<file path="config.mk">
export PLATFORM = sky130hd
export DESIGN_NAME = screen_fade_sequencer_flat
export DESIGN_NICKNAME = d
export VERILOG_FILES = /design/src/rtl/sfs_pkg.sv /design/src/rtl/sfs_in_if.sv /design/src/rtl/sfs_out_if.sv /design/src/rtl/screen_fade_sequencer.sv /design/src/rtl/sfs_cfg.sv /design/src/rtl/sfs_step.sv /design/src/flat_wrapper.sv
export SDC_FILE = /design/constraint.sdc
export NUM_CORES = 1
export LEC_CHECK = 0
export ABC_AREA = 0
export BUFFER_PORTS_ARGS = -buffer_cell sky130_fd_sc_hd__buf_2
export CORE_AREA = 2 2 168 137
export DETAILED_ROUTE_END_ITERATION = 8
export DIE_AREA = 0 0 170 139
export MAX_ROUTING_LAYER = met4
export PLACE_DENSITY = 0.58
export SETUP_SLACK_MARGIN = 0.15
export SYNTH_ARGS = -nofsm -noshare
export SYNTH_HDL_FRONTEND = slang
export SYNTH_SLANG_ARGS = --single-unit
export TNS_END_PERCENT = 20
</file>
<file path="constraint.sdc">
create_clock -name clk -period 5.1 [get_ports clk]
set_clock_uncertainty 0.1 [all_clocks]
set_input_delay 0 -clock clk [delete_from_list [all_inputs] [get_ports clk]]
set_output_delay 0 -clock clk [all_outputs]
set_load 0.02 [all_outputs]
</file>
<file path="src/rtl/sfs_pkg.sv">
// sfs_pkg: shared types and constants of the screen fade sequencer
// used by every rtl file of the block; depends on nothing

package sfs_pkg;

    localparam int WORD_W      = 16;
    localparam int KIND_W      = 3;
    localparam int DELAY_W     = 3;
    localparam int LEVEL_OUT_W = 5;
    localparam int APB_DATA_W  = 32;
    localparam int APB_ADDR_W  = 3;

    localparam logic [DELAY_W-1:0] IN_DELAY   = 3'd5;
    localparam logic [DELAY_W-1:0] OUT_DELAY  = 3'd4;
    localparam int                 QUICK_STEP = 4;

    localparam logic [WORD_W-1:0] DARKEN_RESET = 16'd255;

    // register index of darken_control
    localparam logic REG_DARKEN = 1'b0;

    typedef enum logic [KIND_W-1:0] {
        KIND_START_IN  = 3'd0,
        KIND_START_OUT = 3'd1,
        KIND_SLOW_IN   = 3'd2,
        KIND_QUICK_IN  = 3'd3,
        KIND_OUT_TICK  = 3'd4,
        KIND_END       = 3'd5
    } kind_t;

    typedef struct packed {
        kind_t             kind;
        logic [WORD_W-1:0] restore_control;
        logic [WORD_W-1:0] restore_alpha;
    } item_t;

    typedef struct packed {
        logic [LEVEL_OUT_W-1:0] level;
        logic [WORD_W-1:0]      blend_control;
        logic [WORD_W-1:0]      blend_alpha;
        logic                   fading;
        logic                   busy_res;
        logic                   black_done;
    } result_t;

endpackage

</file>
<file path="src/rtl/sfs_in_if.sv">
// sfs_in_if: command and tick channel of the screen fade sequencer
// valid/ready handshake with the item fields; depends on sfs_pkg

interface sfs_in_if;

    logic                       valid;
    logic                       ready;
    logic [sfs_pkg::KIND_W-1:0] kind;
    logic [sfs_pkg::WORD_W-1:0] restore_control;
    logic [sfs_pkg::WORD_W-1:0] restore_alpha;

    modport source (output valid, output kind, output restore_control,
                    output restore_alpha, input ready);
    modport sink (input valid, input kind, input restore_control,
                  input restore_alpha, output ready);

endinterface

</file>
<file path="src/rtl/sfs_out_if.sv">
// sfs_out_if: result channel of the screen fade sequencer
// valid/ready handshake with the result fields; depends on sfs_pkg

interface sfs_out_if;

    logic                            valid;
    logic                            ready;
    logic [sfs_pkg::LEVEL_OUT_W-1:0] level;
    logic [sfs_pkg::WORD_W-1:0]      blend_control;
    logic [sfs_pkg::WORD_W-1:0]      blend_alpha;
    logic                            fading;
    logic                            busy_res;
    logic                            black_done;

    modport source (output valid, output level, output blend_control,
                    output blend_alpha, output fading, output busy_res,
                    output black_done, input ready);
    modport sink (input valid, input level, input blend_control,
                  input blend_alpha, input fading, input busy_res,
                  input black_done, output ready);

endinterface

</file>
<file path="src/rtl/screen_fade_sequencer.sv">
// screen_fade_sequencer: top level of the display brightness fade sequencer
// depends on sfs_pkg, sfs_in_if, sfs_out_if, sfs_cfg and sfs_step
//
// usage
//   in_ch carries one command or frame tick per beat (kind, restore words);
//   out_ch returns exactly one result beat per input beat, in order.
//   the user writes darken_control over the apb port at byte address 0 only
//   while the block is idle; the block does not enforce it; pready is always high.
// registers and throughput
//   a beat taken lands in the input register, and its result is then
//   registered in the output register, where out_ch.valid rises; a stall on
//   out_ch.ready can hold the beat in the input register between the two.
//   one beat per cycle is sustained while out_ch.ready stays high; each beat
//   updates the 5-bit level and 3-bit delay registers.
// reset
//   rst_n clears the level, delay, fade flag, saved and image words and
//   both valid flags; darken_control returns to 255.
// stalls
//   while out_ch.ready is low the result holds; the input register still
//   takes one more beat, then in_ch.ready drops until the result leaves.

module screen_fade_sequencer
#(
    parameter int MAX_LEVEL = 31
)
(
    input  logic                                clk,
    input  logic                                rst_n,
    sfs_in_if.sink                              in_ch,
    sfs_out_if.source                           out_ch,
    input  logic                                psel,
    input  logic                                penable,
    input  logic                                pwrite,
    input  logic [sfs_pkg::APB_ADDR_W-1:0]      paddr,
    input  logic [sfs_pkg::APB_DATA_W-1:0]      pwdata,
    output logic [sfs_pkg::APB_DATA_W-1:0]      prdata,
    output logic                                pready
);

    logic                       in_vld_reg,  in_vld_next;
    sfs_pkg::item_t             in_item_reg;
    logic                       out_vld_reg, out_vld_next;
    sfs_pkg::result_t           out_res_reg;
    sfs_pkg::result_t           step_res;
    logic [sfs_pkg::WORD_W-1:0] darken_control;
    logic                       out_free;
    logic                       advance;
    logic                       in_take;

    sfs_cfg u_cfg
    (
        .clk            (clk),
        .rst_n          (rst_n),
        .psel           (psel),
        .penable        (penable),
        .pwrite         (pwrite),
        .paddr          (paddr),
        .pwdata         (pwdata),
        .prdata         (prdata),
        .pready         (pready),
        .darken_control (darken_control)
    );

    sfs_step #(.MAX_LEVEL(MAX_LEVEL)) u_step
    (
        .clk            (clk),
        .rst_n          (rst_n),
        .fire           (advance),
        .item           (in_item_reg),
        .darken_control (darken_control),
        .res            (step_res)
    );

    assign out_free    = !out_vld_reg || out_ch.ready;
    assign advance     = in_vld_reg && out_free;
    assign in_ch.ready = !in_vld_reg || advance;
    assign in_take     = in_ch.valid && in_ch.ready;

    always_comb
    begin
        in_vld_next = in_vld_reg;
        if (in_take)
        begin
            in_vld_next = 1'b1;
        end
        else if (advance)
        begin
            in_vld_next = 1'b0;
        end
        out_vld_next = out_vld_reg;
        if (advance)
        begin
            out_vld_next = 1'b1;
        end
        else if (out_ch.ready)
        begin
            out_vld_next = 1'b0;
        end
    end

    always_ff @(posedge clk or negedge rst_n)
    begin
        if (!rst_n)
        begin
            in_vld_reg  <= 1'b0;
            out_vld_reg <= 1'b0;
        end
        else
        begin
            in_vld_reg  <= in_vld_next;
            out_vld_reg <= out_vld_next;
        end
    end

    // payload registers
    always_ff @(posedge clk)
    begin
        if (in_take)
        begin
            in_item_reg.kind            <= sfs_pkg::kind_t'(in_ch.kind);
            in_item_reg.restore_control <= in_ch.restore_control;
            in_item_reg.restore_alpha   <= in_ch.restore_alpha;
        end
        if (advance)
        begin
            out_res_reg <= step_res;
        end
    end

    assign out_ch.valid         = out_vld_reg;
    assign out_ch.level         = out_res_reg.level;
    assign out_ch.blend_control = out_res_reg.blend_control;
    assign out_ch.blend_alpha   = out_res_reg.blend_alpha;
    assign out_ch.fading        = out_res_reg.fading;
    assign out_ch.busy_res      = out_res_reg.busy_res;
    assign out_ch.black_done    = out_res_reg.black_done;

endmodule

</file>
<file path="src/rtl/sfs_cfg.sv">
// sfs_cfg: apb register file holding darken_control
// depends on sfs_pkg

module sfs_cfg
(
    input  logic                               clk,
    input  logic                               rst_n,
    input  logic                               psel,
    input  logic                               penable,
    input  logic                               pwrite,
    input  logic [sfs_pkg::APB_ADDR_W-1:0]     paddr,
    input  logic [sfs_pkg::APB_DATA_W-1:0]     pwdata,
    output logic [sfs_pkg::APB_DATA_W-1:0]     prdata,
    output logic                               pready,
    output logic [sfs_pkg::WORD_W-1:0]         darken_control
);

    logic [sfs_pkg::WORD_W-1:0] darken_reg;
    logic [sfs_pkg::WORD_W-1:0] darken_next;
    logic                       sel_darken;

    // register index is paddr[2], byte lanes ignored
    assign sel_darken = (paddr[2] == sfs_pkg::REG_DARKEN);
    assign pready     = 1'b1;

    always_comb
    begin
        darken_next = darken_reg;
        if (psel && penable && pwrite && sel_darken)
        begin
            darken_next = pwdata[sfs_pkg::WORD_W-1:0];
        end
    end

    always_ff @(posedge clk or negedge rst_n)
    begin
        if (!rst_n)
        begin
            darken_reg <= sfs_pkg::DARKEN_RESET;
        end
        else
        begin
            darken_reg <= darken_next;
        end
    end

    always_comb
    begin
        prdata = '0;
        if (sel_darken)
        begin
            prdata = {{(sfs_pkg::APB_DATA_W-sfs_pkg::WORD_W){1'b0}}, darken_reg};
        end
    end

    assign darken_control = darken_reg;

endmodule

</file>
<file path="src/rtl/sfs_step.sv">
// sfs_step: fade state registers and the per-item update logic
// depends on sfs_pkg

module sfs_step
#(
    parameter int MAX_LEVEL = 31
)
(
    input  logic                       clk,
    input  logic                       rst_n,
    input  logic                       fire,
    input  sfs_pkg::item_t             item,
    input  logic [sfs_pkg::WORD_W-1:0] darken_control,
    output sfs_pkg::result_t           res
);

    localparam int LW = $clog2(MAX_LEVEL + 1);
    localparam logic [LW-1:0] LEVEL_MAX = LW'(MAX_LEVEL);
    localparam logic [LW-1:0] LEVEL_ONE = LW'(1);
    localparam logic [LW-1:0] STEP_Q    = LW'(sfs_pkg::QUICK_STEP);
    localparam logic [sfs_pkg::DELAY_W-1:0] DELAY_ONE = sfs_pkg::DELAY_W'(1);

    logic [LW-1:0]               level_reg,   level_next;
    logic [sfs_pkg::DELAY_W-1:0] delay_reg,   delay_next;
    logic                        active_reg,  active_next;
    logic [sfs_pkg::WORD_W-1:0]  sctl_reg,    sctl_next;
    logic [sfs_pkg::WORD_W-1:0]  salpha_reg,  salpha_next;
    logic [sfs_pkg::WORD_W-1:0]  ctl_reg,     ctl_next;
    logic [sfs_pkg::WORD_W-1:0]  alpha_reg,   alpha_next;
    logic                        busy;
    logic                        done;
    logic                        finish;

    always_comb
    begin
        level_next  = level_reg;
        delay_next  = delay_reg;
        active_next = active_reg;
        sctl_next   = sctl_reg;
        salpha_next = salpha_reg;
        ctl_next    = ctl_reg;
        alpha_next  = alpha_reg;
        busy        = 1'b0;
        done        = 1'b0;
        finish      = 1'b0;
        case (item.kind)
            sfs_pkg::KIND_START_IN:
            begin
                level_next  = LEVEL_MAX;
                delay_next  = sfs_pkg::IN_DELAY;
                active_next = 1'b1;
                sctl_next   = item.restore_control;
                salpha_next = item.restore_alpha;
                ctl_next    = darken_control;
                alpha_next  = '0;
            end
            sfs_pkg::KIND_START_OUT:
            begin
                level_next = '0;
                delay_next = sfs_pkg::OUT_DELAY;
                ctl_next   = darken_control;
            end
            sfs_pkg::KIND_SLOW_IN:
            begin
                if (active_reg)
                begin
                    if (delay_reg != '0)
                    begin
                        delay_next = delay_reg - DELAY_ONE;
                        busy       = 1'b1;
                    end
                    else if (level_reg > LEVEL_ONE)
                    begin
                        level_next = level_reg - LEVEL_ONE;
                        busy       = 1'b1;
                    end
                    else
                    begin
                        finish = 1'b1;
                    end
                end
            end
            sfs_pkg::KIND_QUICK_IN:
            begin
                if (active_reg)
                begin
                    if (level_reg == '0)
                    begin
                        finish = 1'b1;
                    end
                    else
                    begin
                        level_next = (level_reg > STEP_Q) ? level_reg - STEP_Q : '0;
                        busy       = 1'b1;
                    end
                end
            end
            sfs_pkg::KIND_OUT_TICK:
            begin
                if (level_reg < LEVEL_MAX)
                begin
                    level_next = level_reg + LEVEL_ONE;
                end
                else if (delay_reg != '0)
                begin
                    delay_next = delay_reg - DELAY_ONE;
                end
                else
                begin
                    level_next = LEVEL_MAX;
                    done       = 1'b1;
                end
            end
            sfs_pkg::KIND_END:
            begin
                finish = 1'b1;
            end
            default:
            begin
                busy = 1'b0;
            end
        endcase
        if (finish)
        begin
            active_next = 1'b0;
            level_next  = '0;
            ctl_next    = sctl_reg;
            alpha_next  = salpha_reg;
        end
    end

    always_ff @(posedge clk or negedge rst_n)
    begin
        if (!rst_n)
        begin
            level_reg  <= '0;
            delay_reg  <= '0;
            active_reg <= 1'b0;
            sctl_reg   <= '0;
            salpha_reg <= '0;
            ctl_reg    <= '0;
            alpha_reg  <= '0;
        end
        else if (fire)
        begin
            level_reg  <= level_next;
            delay_reg  <= delay_next;
            active_reg <= active_next;
            sctl_reg   <= sctl_next;
            salpha_reg <= salpha_next;
            ctl_reg    <= ctl_next;
            alpha_reg  <= alpha_next;
        end
    end

    // level port is 5 bits wide whatever the level range
    always_comb
    begin
        res.level         = sfs_pkg::LEVEL_OUT_W'({{sfs_pkg::LEVEL_OUT_W{1'b0}}, level_next});
        res.blend_control = ctl_next;
        res.blend_alpha   = alpha_next;
        res.fading        = active_next;
        res.busy_res      = busy;
        res.black_done    = done;
    end

endmodule
</file>
<file path="src/flat_wrapper.sv">
// flat-port wrapper written by rule: the top's interface ports become plain ports
module screen_fade_sequencer_flat 
#(
    parameter int MAX_LEVEL = 31
)
  (clk, rst_n, psel, penable, pwrite, paddr, pwdata, prdata, pready, in_ch_valid, in_ch_kind, in_ch_restore_control, in_ch_restore_alpha, in_ch_ready, out_ch_valid, out_ch_level, out_ch_blend_control, out_ch_blend_alpha, out_ch_fading, out_ch_busy_res, out_ch_black_done, out_ch_ready);
  sfs_in_if in_ch_i ();
  sfs_out_if out_ch_i ();
  input  logic clk;
  input  logic rst_n;
  input  logic psel;
  input  logic penable;
  input  logic pwrite;
  input  logic [sfs_pkg::APB_ADDR_W-1:0] paddr;
  input  logic [sfs_pkg::APB_DATA_W-1:0] pwdata;
  output logic [sfs_pkg::APB_DATA_W-1:0] prdata;
  output logic pready;
  input wire logic [$bits(in_ch_i.valid)-1:0] in_ch_valid;
  input wire logic [$bits(in_ch_i.kind)-1:0] in_ch_kind;
  input wire logic [$bits(in_ch_i.restore_control)-1:0] in_ch_restore_control;
  input wire logic [$bits(in_ch_i.restore_alpha)-1:0] in_ch_restore_alpha;
  output wire logic [$bits(in_ch_i.ready)-1:0] in_ch_ready;
  output wire logic [$bits(out_ch_i.valid)-1:0] out_ch_valid;
  output wire logic [$bits(out_ch_i.level)-1:0] out_ch_level;
  output wire logic [$bits(out_ch_i.blend_control)-1:0] out_ch_blend_control;
  output wire logic [$bits(out_ch_i.blend_alpha)-1:0] out_ch_blend_alpha;
  output wire logic [$bits(out_ch_i.fading)-1:0] out_ch_fading;
  output wire logic [$bits(out_ch_i.busy_res)-1:0] out_ch_busy_res;
  output wire logic [$bits(out_ch_i.black_done)-1:0] out_ch_black_done;
  input wire logic [$bits(out_ch_i.ready)-1:0] out_ch_ready;
  assign in_ch_i.valid = in_ch_valid;
  assign in_ch_i.kind = in_ch_kind;
  assign in_ch_i.restore_control = in_ch_restore_control;
  assign in_ch_i.restore_alpha = in_ch_restore_alpha;
  assign in_ch_ready = in_ch_i.ready;
  assign out_ch_valid = out_ch_i.valid;
  assign out_ch_level = out_ch_i.level;
  assign out_ch_blend_control = out_ch_i.blend_control;
  assign out_ch_blend_alpha = out_ch_i.blend_alpha;
  assign out_ch_fading = out_ch_i.fading;
  assign out_ch_busy_res = out_ch_i.busy_res;
  assign out_ch_black_done = out_ch_i.black_done;
  assign out_ch_i.ready = out_ch_ready;
  screen_fade_sequencer #(.MAX_LEVEL(MAX_LEVEL)) u_core (.clk(clk), .rst_n(rst_n), .in_ch(in_ch_i), .out_ch(out_ch_i), .psel(psel), .penable(penable), .pwrite(pwrite), .paddr(paddr), .pwdata(pwdata), .prdata(prdata), .pready(pready));
endmodule
</file>
==> results.txt <==
----------------------------------------------------
[Die]
  Top Ports ... 152
  Vertical extent of the die ... 139 um
  Core box area ... 0.0221 sq mm
  Initial core utilization ... 34.2%
  Area of the die ... 0.0236 sq mm
  Number of rows created at floorplan ... 49
  Width of the die ... 170 um

[Pwr]
  Share of total power in the clock network ... 30.8%
  Sequential Power Share ... 47.3%
  Reported leakage power ... 0.00401 uW
  Net switching power ... 1280 uW
  Net Sw Frac ... 30.6%
  Combinational cell fraction of total power ... 21.9%
  Power density of the placed cells ... 440 mW/mm^2
  Internal Pwr Total ... 2900 uW
  Worst vdd rail ir drop ... 0.226 mV

[Timing]
  Peak Freq ... 0.282 GHz
  Finish-stage setup viols ... 0
  Shortest period the worst path allows ... 3.54 ns
  Post-Route Setup TNS ... 0 ns
  Slew @ Worst Pin ... 0.993 ns
  Setup repair after global routing missed its margin ... no
  Number of hold violations in the final report ... 0
  Number of max-slew violations in the final report ... 0
  Max_slew headroom ... 33.8%
  Final cycle utilization of the critical path ... 69.4%

[Cells and area]
  Fraction of final layout cells with drive strength greater than 1 ... 31.1%
  Area growth from synthesis to layout ... 25.9%
  # diodes ... 0
  Non-filler cells, final ... 1,056
  Nets@finish ... 850
  Flip-flop count of the largest register after layout ... 35
  Fin util ... 43.0%

[Setup path]
  Reg-to-Reg Start ... u_core.u_step.level_reg[2]
  Worst Path Required ... 5.31 ns
  Largest fanout on the critical path ... 27
  CP Cell Sequence ... inv_1, ha_1, nand3b_1, nor3_1, a311oi_4, buf_4, nand2b_1, o221a_2
  Reg-to-reg slack, setup ... 1.56 ns
  R2R cell count ... 8
  Crit-path slowest cell ... nor3_1
  Worst setup SP type ... flip-flop
  Arrival time reported for the critical path endpoint ... 3.75 ns
  R2R Path End ... u_core.u_step.ctl_reg[0]
  Type of the worst setup path ... flip-flop to flip-flop
  Capturing element type of the critical path ... flip-flop
  Critical Path Max Stage Delay ... 0.68 ns

[Placed design]
  Quantity of I/O buffers inserted on ports ... 116
  Final estimated routing congestion in global placement ... 0.806
  Placed cells ... 969
  HPWL after detailed placement ... 10.9 mm

[Drt]
  Via count ... 5,267
  Number of vias per cell ... 4.99
  Routed length per instance ... 16.6 um
  Detailed Route Iter0 Violations ... 401
  DRC errors left ... 0
  Total wire length after detailed routing ... 17.5 mm
  Post-route antenna net violation count ... 0
  First-pass DRT Iterations ... 4

[Yosys]
  Dominant register cell in the synthesized netlist ... dfrtp_1
  Avg Cell Area, Syn ... 12.5 sq um
  Post-synthesis sequential element count ... 166
  Synth area leader ... edfxtp_1
  Distinct cell type count after synthesis ... 61
  Instance count of the mapped netlist ... 602
  Post-synthesis sequential area ratio ... 60.2%
  Area contributors post-synth ... edfxtp_1, dfrtp_1, mux2_2, dfstp_2, mux2i_1
  Count of flip-flops with a built-in enable after synthesis ... 75
  Number of synthesis warnings ... 0
  Post-synth ARST share ... 54.8%
  Dominant cell by count in the synthesized netlist ... dfrtp_1
  Area share of the largest cell type after synthesis ... 29.9%
  Post-Synthesis Cell Area ... 0.00754 sq mm
  Most instantiated cells after synthesis ... dfrtp_1, edfxtp_1, mux2_2

[Clock network]
  Buffers inserted by post-CTS timing repair ... 0
  Num CTS Buffers ... 17
  Clock tree root buffer cell ... clkbuf_16
  Level count of the clock H-tree ... 4
  Clock Path Buffers ... 2
  Clock latency of the later-clocked register in the worst-skew pair ... 0.43 ns
  Num Clock Sinks ... 166
  CTS tree ... done
  Clock slew at reported path FFs ... 0.07 ns

[Global route]
  Pin count of the biggest net entering global routing ... 48
  Initial antenna violation count ... 0
  Global-route total usage across every layer ... 15.8%
  Vias in the first global route ... 5,081
  Remaining global-route overflow ... 0
  Global-route wire length before repair ... 28.0 mm

[Outcome]
  Status ... completed

[Hold path]
  Type of the worst min-delay path ... input pin to async pin

[Run]
  Max-cap violation count ... 0

----------------------------------------------------
cell usage in the layout, fill, tap and decap left out, types with 19 or more instances in the layout:
cell / n
inv_1: 26
o21ai_0: 25
a21oi_1: 30
buf_2: 115
edfxtp_1: 75
nand3_1: 25
nor2_1: 27
dfrtp_1: 83
nand2b_1: 23
dlygate4sd3_1: 55
nand2_1: 19
mux2i_1: 19
mux2_2: 48
nor2b_1: 23
cells by family (layout without fill, tap and decap cells):
kind of cell               Yosys count  in the layout  share of synthesized area [%]
DFF                                166            166                           60.2
and+or+nand+nor                    150            150                           10.7
AOI/OAI and AO/OA                  125            125                           12.4
buffers and inverters               81            240                           5.19
muxes                               67             67                           9.69
adders and majority gates           10             10                           1.66
other                                2             17                         0.0996
xor gates and xnor gates             1              1                          0.116
worst max-delay path: cells and delay by family, from the launching register on:
| kind | cells | cell delay [ns] |
|---|---|---|
| and+or+nand+nor | 3 | 1.49 |
| DFF | 1 | 0.55 |
| AOI/OAI and AO/OA | 2 | 0.55 |
| adders and majority gates | 1 | 0.25 |
| buffers and inverters | 2 | 0.46 |
timing repair:
| action | 4_1_cts | 5_1_grt |
|---|---|---|
| resized for setup | 0 | 0 |
| hold endpoints to repair | 99 | 0 |
| hold buffers | 55 | 0 |
| setup endpoints to repair | 0 | 0 |
per-layer routing:
layer / wire length [um] / track usage, % / vias to the layer above / part of all wire [%]
li1: - / - / 2494 / -
met1: 8210 / 21.2 / 2625 / 47
met2: 8460 / 24.4 / 135 / 48
met3: 677 / 3.11 / 13 / 3.9
met4: 208 / 4.59 / 0 / 1.2
met5: 0 / - / - / 0
worst max path at each step:
stage / start / to / slack (ns)
after floorplan: u_core.out_ch.valid / u_core.u_step.alpha_reg[6] / 1.74
after global placement: u_core.u_step.level_reg[2] / u_core.u_step.ctl_reg[10] / 1.60
after detailed placement: u_core.u_step.level_reg[2] / u_core.u_step.ctl_reg[0] / 1.61
after CTS: u_core.u_step.level_reg[2] / u_core.u_step.ctl_reg[0] / 1.57
after global routing: u_core.u_step.level_reg[2] / u_core.u_step.ctl_reg[1] / 1.32
final: u_core.u_step.level_reg[2] / u_core.u_step.ctl_reg[0] / 1.56
power groups by stage:
stage	combinational, uW	clock [uW]	sequential [uW]
after floorplan	631	0	1980
after global placement	872	0	1990
after detailed placement	887	0	1990
after CTS	924	1320	1970
after global routing	1020	1370	2020
final	915	1290	1970
area by class of cell:
type                       instances  area, sq um
multi-input combinational        370         2710
inverter                          28          105
clock buffer                      19          453
clock inverter                    13          139
timing repair buffer             180         1200
fill                            2043        12600
tap                              280          350
sequential                       166         4540
through the flow:
stage                     setup slack [ns]  hold WS [ns]  cell area (sq um)  power [uW]
after floorplan                       1.74        -0.396               7600        2610
after global placement                1.60       -0.0140               8350        2870
after detailed placement              1.61       -0.0208               8350        2880
after CTS                             1.57        0.0613               9490        4220
after global routing                  1.32         0.108               9490        4410
final                                 1.56        0.0449               9490        4170
Power figures use the tool's default switching activity.
